==> config.mk <==
export PLATFORM = sky130hd
export DESIGN_NAME = cc_div_cell
export DESIGN_NICKNAME = d
export VERILOG_FILES = /design/src/rtl/cc_pkg.sv /design/src/rtl/cc_div_cell.sv
export SDC_FILE = /design/constraint.sdc
export NUM_CORES = 1
export LEC_CHECK = 0
export CELL_PAD_IN_SITES_DETAIL_PLACEMENT = 1
export CELL_PAD_IN_SITES_GLOBAL_PLACEMENT = 1
export CORE_AREA = 2 2 91 93
export DETAILED_ROUTE_END_ITERATION = 8
export DIE_AREA = 0 0 93 95
export DONT_BUFFER_PORTS = 1
export GPL_TIMING_DRIVEN = 0
export PLACE_DENSITY_LB_ADDON = 0.1
export SYNTH_ARGS = -nofsm -noshare
export SYNTH_HDL_FRONTEND = slang
export SYNTH_SLANG_ARGS = --single-unit
==> constraint.sdc <==
create_clock -name clock -period 5.95 [get_ports clock]
set_input_delay 1.19 -clock clock [delete_from_list [all_inputs] [get_ports clock]]
set_output_delay 1.19 -clock clock [all_outputs]
set_load 0.01 [all_outputs]
==> src/rtl/cc_pkg.sv <==
// Shared constants, types and width helpers for the circumcircle pipeline.
package cc_pkg;

   localparam int COORD_BITS_DEF = 12;
   localparam int COORD_MAX      = 16;
   localparam int IN_W           = 12;
   localparam int OUT_W          = 24;
   localparam int QBITS          = 24;
   localparam int RAD_SHIFT      = 16;
   localparam int FRONT_STAGES   = 5;

   localparam logic [OUT_W-1:0] SAT_POS = 24'h7FFFFF;
   localparam logic [OUT_W-1:0] SAT_NEG = 24'h800000;
   localparam logic [OUT_W-1:0] RAD_MAX = 24'hFFFFFF;

   typedef struct packed {
      logic signed [OUT_W-1:0] center_x;
      logic signed [OUT_W-1:0] center_y;
      logic [OUT_W-1:0]        radius_q8;
      logic                    degenerate;
      logic                    saturated;
   } result_type;

   typedef struct packed {
      logic neg_x;
      logic neg_y;
      logic deg;
      logic ov_x;
      logic ov_y;
      logic ov_r;
   } flags_type;

   // signed width of U
   function automatic int u_width(int c);
      return 2 * c + 5;
   endfunction

   // signed width of the centre numerators
   function automatic int num_width(int c);
      return 3 * c + 5;
   endfunction

   // root bits of the square root (half the padded radicand width)
   function automatic int root_width(int c);
      return 3 * c + 10;
   endfunction

   function automatic logic [COORD_MAX-1:0] widen(logic [IN_W-1:0] v);
      return {{(COORD_MAX-IN_W){1'b0}}, v};
   endfunction

endpackage

==> src/rtl/cc_div_cell.sv <==
// One restoring divider cell: settles quotient bit SHIFT.
module cc_div_cell #(
   parameter int  NUM_W = cc_pkg::num_width(cc_pkg::COORD_BITS_DEF),
   parameter int  DEN_W = cc_pkg::u_width(cc_pkg::COORD_BITS_DEF),
   parameter int  SHIFT = cc_pkg::QBITS - 1,
   localparam int CW    = NUM_W + DEN_W + SHIFT + 1
) (
   input  logic                     clock,
   input  logic                     en,
   input  logic [NUM_W-1:0]         src_n,
   input  logic [cc_pkg::QBITS-1:0] src_q,
   input  logic [DEN_W-1:0]         den,
   output logic [NUM_W-1:0]         n_ff,
   output logic [cc_pkg::QBITS-1:0] q_ff
);

   logic [CW-1:0]            dsh, diff;
   logic                     ge;
   logic [NUM_W-1:0]         n_in;
   logic [cc_pkg::QBITS-1:0] q_in;

   always_comb begin
      dsh  = CW'(den) << SHIFT;
      ge   = (CW'(src_n) >= dsh);
      diff = CW'(src_n) - dsh;
      n_in = ge ? diff[NUM_W-1:0] : src_n;
      q_in = {src_q[cc_pkg::QBITS-2:0], ge};
   end

   always_ff @(posedge clock) begin
      if (en) begin
         n_ff <= n_in;
         q_ff <= q_in;
      end
   end

endmodule

==> impl_results.md <==
* Leakage power at 1.43 nW
* CTS tree: yes
* Post-CTS Setup Bufs at 0
* Seq/Total Area, Yosys at 0.569
* Post-CTS Hold Buffers at 0
* RSZ-0062 raised after global routing: false
* Post_cts resized at 0
* Area delta synth->final at 10.9%
* Die width at 93 um
* Most common cell after layout, fill and taps aside: edfxtp_1
* Rel. slew slack at 0.690
* Post-synth top area cell: edfxtp_1
* Mapped cell area at 3430 sq um
* Site Rows at 33
* Synthesized instance count at 271
* MaxCap Viol Count at 0
* VDD IR max at 122 uV
* Post-layout net count at 397
* Required time worst endpoint at 6.03 ns
* Number of global-route vias before repair at 2266
* Post-route ant nets at 0
* Most frequent cells in the layout: edfxtp_1 (65), inv_1 (25), ha_1 (18)
* Via Count at 2236
* EDFF count, synth at 65
* Drt total wl at 8.39 mm
* Clock net sink count at 65
* Num CTS Buffers at 9
* Yosys reg bits at 65
* Final WS setup at 2.68 ns
* Total grt overflow at 0
* Die height at 95 um
* Ports at 161
* Setup crit end kind: register
* Clock Tree Buf Depth at 2
* Syn Area/Cell at 12.7 sq um
* Vias/cell at 5.70
* Number of diodes at 0
* Core box area at 7930 sq um
* Clock period minus worst slack at 3.27 ns
* Total power at 0.00117 W
* Final Setup Violations at 0
* Synth Flop Type: edfxtp_1
* Layout cells sized above 1 at 0.143
* PD cells at 307 nW/um^2
* Worst setup path class: in -> reg
* H-tree depth at 3
* Synth async-reset ratio at 0
* Routed wire per std cell at 21.4 um
* Residual DRC at 0
* Initial antenna violation count at 0
* First-pass GRT wire length at 12.5 mm
* DRT iter0 DRCs at 54
* Dominant cells by area after synthesis: edfxtp_1 (57%), ha_1 (6.6%), inv_1 (2.7%)
* Post-DP HPWL at 6.48 mm
* Setup TNS at 0 ns
* Pre-CTS setup slack at 2.32 ns
* GRT Util Overall at 0.190
* Hold/Removal Path Class: in -> reg
* Post-Syn Nets at 386
* I/O Buffers at 0
* Initial Utilization at 0.433
* Unique masters post-synth at 53
* Max Fclk at 0.306 GHz
* Pre-antenna DRT Iters at 4
* Final hold slack at 0.943 ns
* Clock Pin Slew Worst Setup and Hold Paths at 0.08 ns
* Fin util at 0.480
* Type of origin of the critical path: input port
* Status: completed
* Synth top area share at 0.569
* Final Cycle Share at 0.550
* Final RePlAce weighted congestion at 0.785
* CP Max Fanout at 10
* Largest net degree at the start of global routing at 66
* WP data arrival at 3.35 ns
* Root Buffer: clkbuf_8
* Slew Limit Fails at 0
* Worst Max-Slew Pin Slew at 0.460 ns
* Hold Fails Final Rpt at 0
* Synth Warn # at 0
* Die area at 8840 sq um
==> final timing paths <==
check             startpoint                 end  depth (start not counted)
setup / recovery      den[7]  n_ff[37]$_DFFE_PP_                         10
hold / removal     src_n[18]  n_ff[18]$_DFFE_PP_                          0
==> cell usage after synthesis, drive strengths merged (2+ instances only) <==
| library cell | n |
|---|---|
| ha | 18 |
| xor2 | 4 |
| and4 | 2 |
| xnor2 | 6 |
| nor4 | 7 |
| o221ai | 2 |
| edfxtp | 65 |
| clkbuf | 2 |
| nand4 | 6 |
| o21ai | 7 |
| inv | 25 |
| mux2i | 5 |
| a211o | 2 |
| nand2b | 3 |
| mux2 | 14 |
| nor2b | 2 |
| buf | 7 |
| nor3 | 13 |
| a21o | 4 |
| nor2 | 7 |
| or3 | 2 |
| o211ai | 3 |
| o2111ai | 3 |
| nand3 | 9 |
| and2 | 2 |
| a211oi | 2 |
| a21oi | 18 |
| o21bai | 2 |
| nand2 | 14 |
==> sequential cells by signal (all words and copies together) (netlist names) <==
| register | flops |
|---|---|
| n_ff | 41 |
| q_ff | 24 |
==> routing by layer <==
metal | GRT usage | up-vias | wire [um] | part of all wire
met5 | 0 | - | 0 | 0
met1 | 0.221 | 1067 | 3330 | 0.40
met3 | 0.0638 | 8 | 692 | 0.082
met2 | 0.333 | 103 | 4270 | 0.51
met4 | 0.0588 | 0 | 96 | 0.011
li1 | - | 1058 | - | -
==> stage by stage <==
step,cell area (sq um),instances
after floorplan,3430,271
after global routing,3810,392
after detailed placement,3560,376
after CTS,3810,392
final,3810,392
after global placement,3560,376
==> layout make-up <==
cell class	count	area, sq um
inverter	25	93.8
fill	836	4120
clock buffer	9	124
buffer	9	66.3
clock inverter	7	119
multi-input combinational	172	1320
sequential	65	1950
tap	105	131
==> where the power goes <==
part	switching, W	total [W]	internal (W)
sequential	0.0000329	0.000579	0.000546
clock	0.000179	0.000457	0.000278
combinational	0.0000766	0.000132	0.0000557
==> worst max-delay path, stage by stage <==
cell     delay [ns]
inv_1          0.02
ha_1           0.25
buf_2          0.18
nand4_1        0.14
or3_4          0.43
nor4_4         0.30
o31a_1         0.19
buf_6          0.17
buf_12         0.17
mux2_4         0.30
==> cells by family (layout without fill, tap and decap cells) <==
logic type	Yosys count	in the layout	share of synthesized area
AND/OR/NAND/NOR	71	71	0.117
AO/OA/AOI/OAI	53	53	0.104
XOR/XNOR	10	10	0.0255
buffers and inverters	34	50	0.0466
multiplexers	19	19	0.0671
adder cells (fa/ha/maj)	19	19	0.0714
flip-flops	65	65	0.569
Power figures use the tool's default switching activity.
