## src/rtl/cc_pkg.sv

```systemverilog
// Shared constants, types and width helpers for the circumcircle pipeline.
package cc_pkg;

   localparam int COORD_BITS_DEF = 12;
   localparam int COORD_MAX      = 16;
   localparam int IN_W           = 12;
   localparam int OUT_W          = 24;
   localparam int QBITS          = 24;
   localparam int RAD_SHIFT      = 16;
   localparam int FRONT_STAGES   = 5;

   localparam logic [OUT_W-1:0] SAT_POS = 24'h7FFFFF;
   localparam logic [OUT_W-1:0] SAT_NEG = 24'h800000;
   localparam logic [OUT_W-1:0] RAD_MAX = 24'hFFFFFF;

   typedef struct packed {
      logic signed [OUT_W-1:0] center_x;
      logic signed [OUT_W-1:0] center_y;
      logic [OUT_W-1:0]        radius_q8;
      logic                    degenerate;
      logic                    saturated;
   } result_type;

   typedef struct packed {
      logic neg_x;
      logic neg_y;
      logic deg;
      logic ov_x;
      logic ov_y;
      logic ov_r;
   } flags_type;

   // signed width of U
   function automatic int u_width(int c);
      return 2 * c + 5;
   endfunction

   // signed width of the centre numerators
   function automatic int num_width(int c);
      return 3 * c + 5;
   endfunction

   // root bits of the square root (half the padded radicand width)
   function automatic int root_width(int c);
      return 3 * c + 10;
   endfunction

   function automatic logic [COORD_MAX-1:0] widen(logic [IN_W-1:0] v);
      return {{(COORD_MAX-IN_W){1'b0}}, v};
   endfunction

endpackage

```

## src/rtl/cc_sqrt_cell.sv

```systemverilog
// One restoring square-root cell: settles one root bit per stage.
module cc_sqrt_cell #(
   parameter int  X_W    = 2 * cc_pkg::root_width(cc_pkg::COORD_BITS_DEF),
   parameter int  ROOT_W = cc_pkg::root_width(cc_pkg::COORD_BITS_DEF),
   localparam int RW     = ROOT_W + 2,
   localparam int CURW   = RW + 2
) (
   input  logic              clock,
   input  logic              en,
   input  logic [X_W-1:0]    src_x,
   input  logic [RW-1:0]     src_rem,
   input  logic [ROOT_W-1:0] src_root,
   output logic [X_W-1:0]    x_ff,
   output logic [RW-1:0]     rem_ff,
   output logic [ROOT_W-1:0] root_ff
);

   logic [CURW-1:0]   cur, trial, diff;
   logic              ge;
   logic [X_W-1:0]    x_in;
   logic [RW-1:0]     rem_in;
   logic [ROOT_W-1:0] root_in;

   always_comb begin
      cur     = {src_rem, src_x[X_W-1:X_W-2]};
      trial   = CURW'({src_root, 2'b01});
      ge      = (cur >= trial);
      diff    = cur - trial;
      rem_in  = ge ? diff[RW-1:0] : cur[RW-1:0];
      root_in = {src_root[ROOT_W-2:0], ge};
      x_in    = src_x << 2;
   end

   always_ff @(posedge clock) begin
      if (en) begin
         x_ff    <= x_in;
         rem_ff  <= rem_in;
         root_ff <= root_in;
      end
   end

endmodule

```

## config.mk

```make
export PLATFORM = sky130hd
export DESIGN_NAME = cc_sqrt_cell
export DESIGN_NICKNAME = d
export VERILOG_FILES = /design/src/rtl/cc_pkg.sv /design/src/rtl/cc_sqrt_cell.sv
export SDC_FILE = /design/constraint.sdc
export NUM_CORES = 1
export LEC_CHECK = 0
export ABC_AREA = 1
export BUFFER_PORTS_ARGS = -buffer_cell sky130_fd_sc_hd__buf_2
export CAP_MARGIN = 20
export CORE_MARGIN = 8
export CORE_UTILIZATION = 40
export CTS_CLUSTER_DIAMETER = 30
export DETAILED_ROUTE_END_ITERATION = 10
export PLACE_DENSITY = 0.66
export SYNTH_ARGS = -nofsm -noshare
export SYNTH_HDL_FRONTEND = slang
export SYNTH_SLANG_ARGS = --single-unit
```

## constraint.sdc

```tcl
create_clock -name clock -period 2.8 [get_ports clock]
set_clock_uncertainty 0.1 [all_clocks]
set_input_delay 0.7 -clock clock [delete_from_list [all_inputs] [get_ports clock]]
set_output_delay 0.7 -clock clock [all_outputs]
set_load 0.01 [all_outputs]
```

==> key figures <==
Outcome
  • Status: complete, no violations

Timing
  • Fmax: approximately 400 MHz
  • TNS Setup: 0 ps
  • Hold_ws: 327 ps
  • Worst setup margin: approximately 300 ps
  • Final Hold Viols: 0
  • Min cycle time layout: about 2500 ps
  • RSZ-0062 raised after global routing: no
  • Max-slew violations: 0
  • Tcrit/Tclk final: 0.894
  • Final setup viols: 0

Critical path
  • Max incr delay on CP: approximately 330 ps
  • CP Cell Sequence: buf_2 -> inv_1 -> ha_1 -> buf_4 -> nand2_1 -> nand2_1 -> nand2_1 -> nand2_1 -> a21oi_1 -> nand3_1 -> buf_4 -> xor2_1 -> nand2_1 -> nand2_1
  • Most used cell, CP: nand2_1
  • Crit. End Element: flip-flop
  • Arrival time at the worst endpoint: 2600 ps
  • Crit start category: primary input
  • Critical path required time: about 2900 ps
  • CP Class: in2reg
  • Worst-path fanout max: 3
  • Slowest stage cell on the critical path: a21oi_1

Final layout
  • Design area: between 10000 and 15000 um^2
  • Layout Utilization: 0.545
  • Proportion of layout cells with a drive suffix above 1: 0.293
  • Synthesis-to-finish area growth: 35.5%
  • Fill count: 2593
  • Nets@finish: about 2100

Global route
  • Total gr overflow: 0
  • Global-route wire length before repair: approximately 60 mm
  • Largest net degree at the start of global routing: between 50 and 60
  • Vias in the first global route: about 10000
  • Initial antenna violation count: 6
  • GRT Overall Usage: 0.239

Clock network
  • CTS root buf: clkbuf_16
  • TritonCTS Buffers: 17
  • Post-CTS Resized: 0
  • Setup Fix Bufs, Post-CTS: 0
  • CTS Hold Bufs: 0
  • Clock-pin slew on the worst setup and hold paths: approximately 90 ps
  • H-tree levels: 4
  • Clk sinks: between 150 and 200
  • Clock Path Buffers: 2
  • CTS tree: done

Hold path
  • Hold Crit Class: in2reg

Route
  • Drt via density: between 4 and 5
  • Antenna viol nets, final: 0
  • DRC Markers: 0
  • First drt pass iteration count: 6
  • 1st-iter DRT viols: between 500 and 600
  • WL/cell: between 15 and 20 um
  • Via count: 10100
  • Routed wire length: between 30 and 40 mm

Die
  • Initial Util: 0.402
  • Die W: roughly 180 um
  • Rows: 60
  • Core area: between 20000 and 30000 um^2
  • Die ar.: approximately 32000 um^2
  • Die H: 180 um
  • Num ports: roughly 370

Logic synthesis
  • EDFF count, synth: 184
  • Syn. warnings: 0
  • Post-synthesis compound-gate area fraction: 0.0181
  • Top cells by area, synth: edfxtp_1, nand2_1, inv_1
  • Multiplexer share of the synthesized area: 0
  • Main combinational cell family by area after synthesis: simple AND/OR/NAND/NOR gates
  • Post-Syn Area per Cell: ~8.1 um^2
  • Post-Synth Simple-Gate Area: 0.280
  • Post-synth top area share: 0.515
  • Cell count after synthesis: about 1300
  • Fraction of registers with async set/reset: 0
  • Sequential area share after synthesis: 0.515
  • Count of cell types in the netlist: 30
  • Synth cell count leaders: nand2_1, inv_1, edfxtp_1
  • Top FF cell, synth: edfxtp_1
  • Adder-cell share of the synthesized area: 0.0560
  • Mapped cell area: ~11000 um^2
  • Post-synthesis xor/xnor area fraction: 0.0204
  • Synth area leader: edfxtp_1
  • Seq cells post-synth: 184
  • Most common cell in the netlist: nand2_1

Placement
  • Post-DP Area: ~14000 um^2
  • Pre-CTS setup slack: -166 ps
  • Global placement routability congestion: between 0.9 and 1
  • Final HPWL DP: ~33 mm
  • # port buffers: 371

Pwr
  • Peak VDD IR: 0.327 mV
  • Leak pwr: about 7.8 nW
  • Power Density: about 540 nW/um^2

Flow run
  • Max Cap Viol: 0
## metrics by stage
stage / std cells / power [mW]
2_1_floorplan: 1329 / 4.43
3_5_place_dp: 2139 / 5.42
5_1_grt: 2172 / 8.27
3_3_place_gp: 2139 / 5.40
4_1_cts: 2171 / 7.98
6_report: 2173 / 7.89
## placed cells by master, fill, tap and decap left out, drive strengths merged
cell / count
a21oi: 28
nor4: 1
edfxtp: 184
nand3: 50
conb: 2
nand2: 518
nor3: 5
clkinv: 9
ha: 48
o21bai: 4
nand4: 57
xnor2: 1
diode: 2
o21a: 1
o21ai: 1
clkbuf: 18
xor2: 24
buf: 491
nor2: 98
a211oi: 1
inv: 285
or2: 2
and2: 2
## registers in the layout (all words and copies together) (netlist names)
signal / cells
root_ff: 46
rem_ff: 48
x_ff: 90
## where the power goes
| group | internal, mW | total (mW) | switching (mW) |
|---|---|---|---|
| Combinational | 0.765 | 1.92 | 1.15 |
| Sequential | 3.36 | 3.42 | 0.0663 |
| Clock | 1.23 | 2.55 | 1.32 |
## path summary, 6_finish.rpt
path	slack, ps	start	cells after the start	end
setup / recovery	300	src_root[15]	14	rem_ff[24]
hold / removal	330	src_x[23]	1	x_ff[25]
## layout make-up
type | instances | area [um^2] | area share
diodes | 2 | 5.00 | 0.000345
clock buffers | 17 | 425 | 0.0293
clock inverters | 15 | 195 | 0.0134
inverters | 279 | 1050 | 0.0721
multi-input cells | 843 | 4040 | 0.278
flip-flops and latches | 184 | 5530 | 0.380
well taps | 341 | 427 | 0.0294
repair buffers | 492 | 2860 | 0.197
## kinds of logic (layout without fill, tap and decap cells)
kind of cell / after synthesis / after routing
other cells: 1 / 4
fa+ha+maj: 48 / 48
flops: 184 / 184
buf+inv: 302 / 803
xor+xnor: 25 / 25
simple gates: 733 / 733
compound gates: 35 / 35
## routing by layer
| metal | vias to the layer above | track usage | part of all wire | wire length (um) |
|---|---|---|---|---|
| li1 | 5151 | - | - | - |
| met1 | 4549 | 0.291 | 0.43 | 16800 |
| met2 | 306 | 0.417 | 0.48 | 18900 |
| met3 | 49 | 0.0508 | 0.060 | 2360 |
| met4 | 10 | 0.0744 | 0.023 | 912 |
| met5 | - | 0 | 0.0017 | 67 |
## worst max-delay path: cells and delay by family
kind / cells / cell delay (ps)
and+or+nand+nor: 7 / 660
xor gates and xnor gates: 1 / 130
adders and majority gates: 1 / 280
AOI/OAI and AO/OA: 1 / 330
buffers and inverters: 4 / 500
Note: power is estimated with default switching activity, not from simulation.
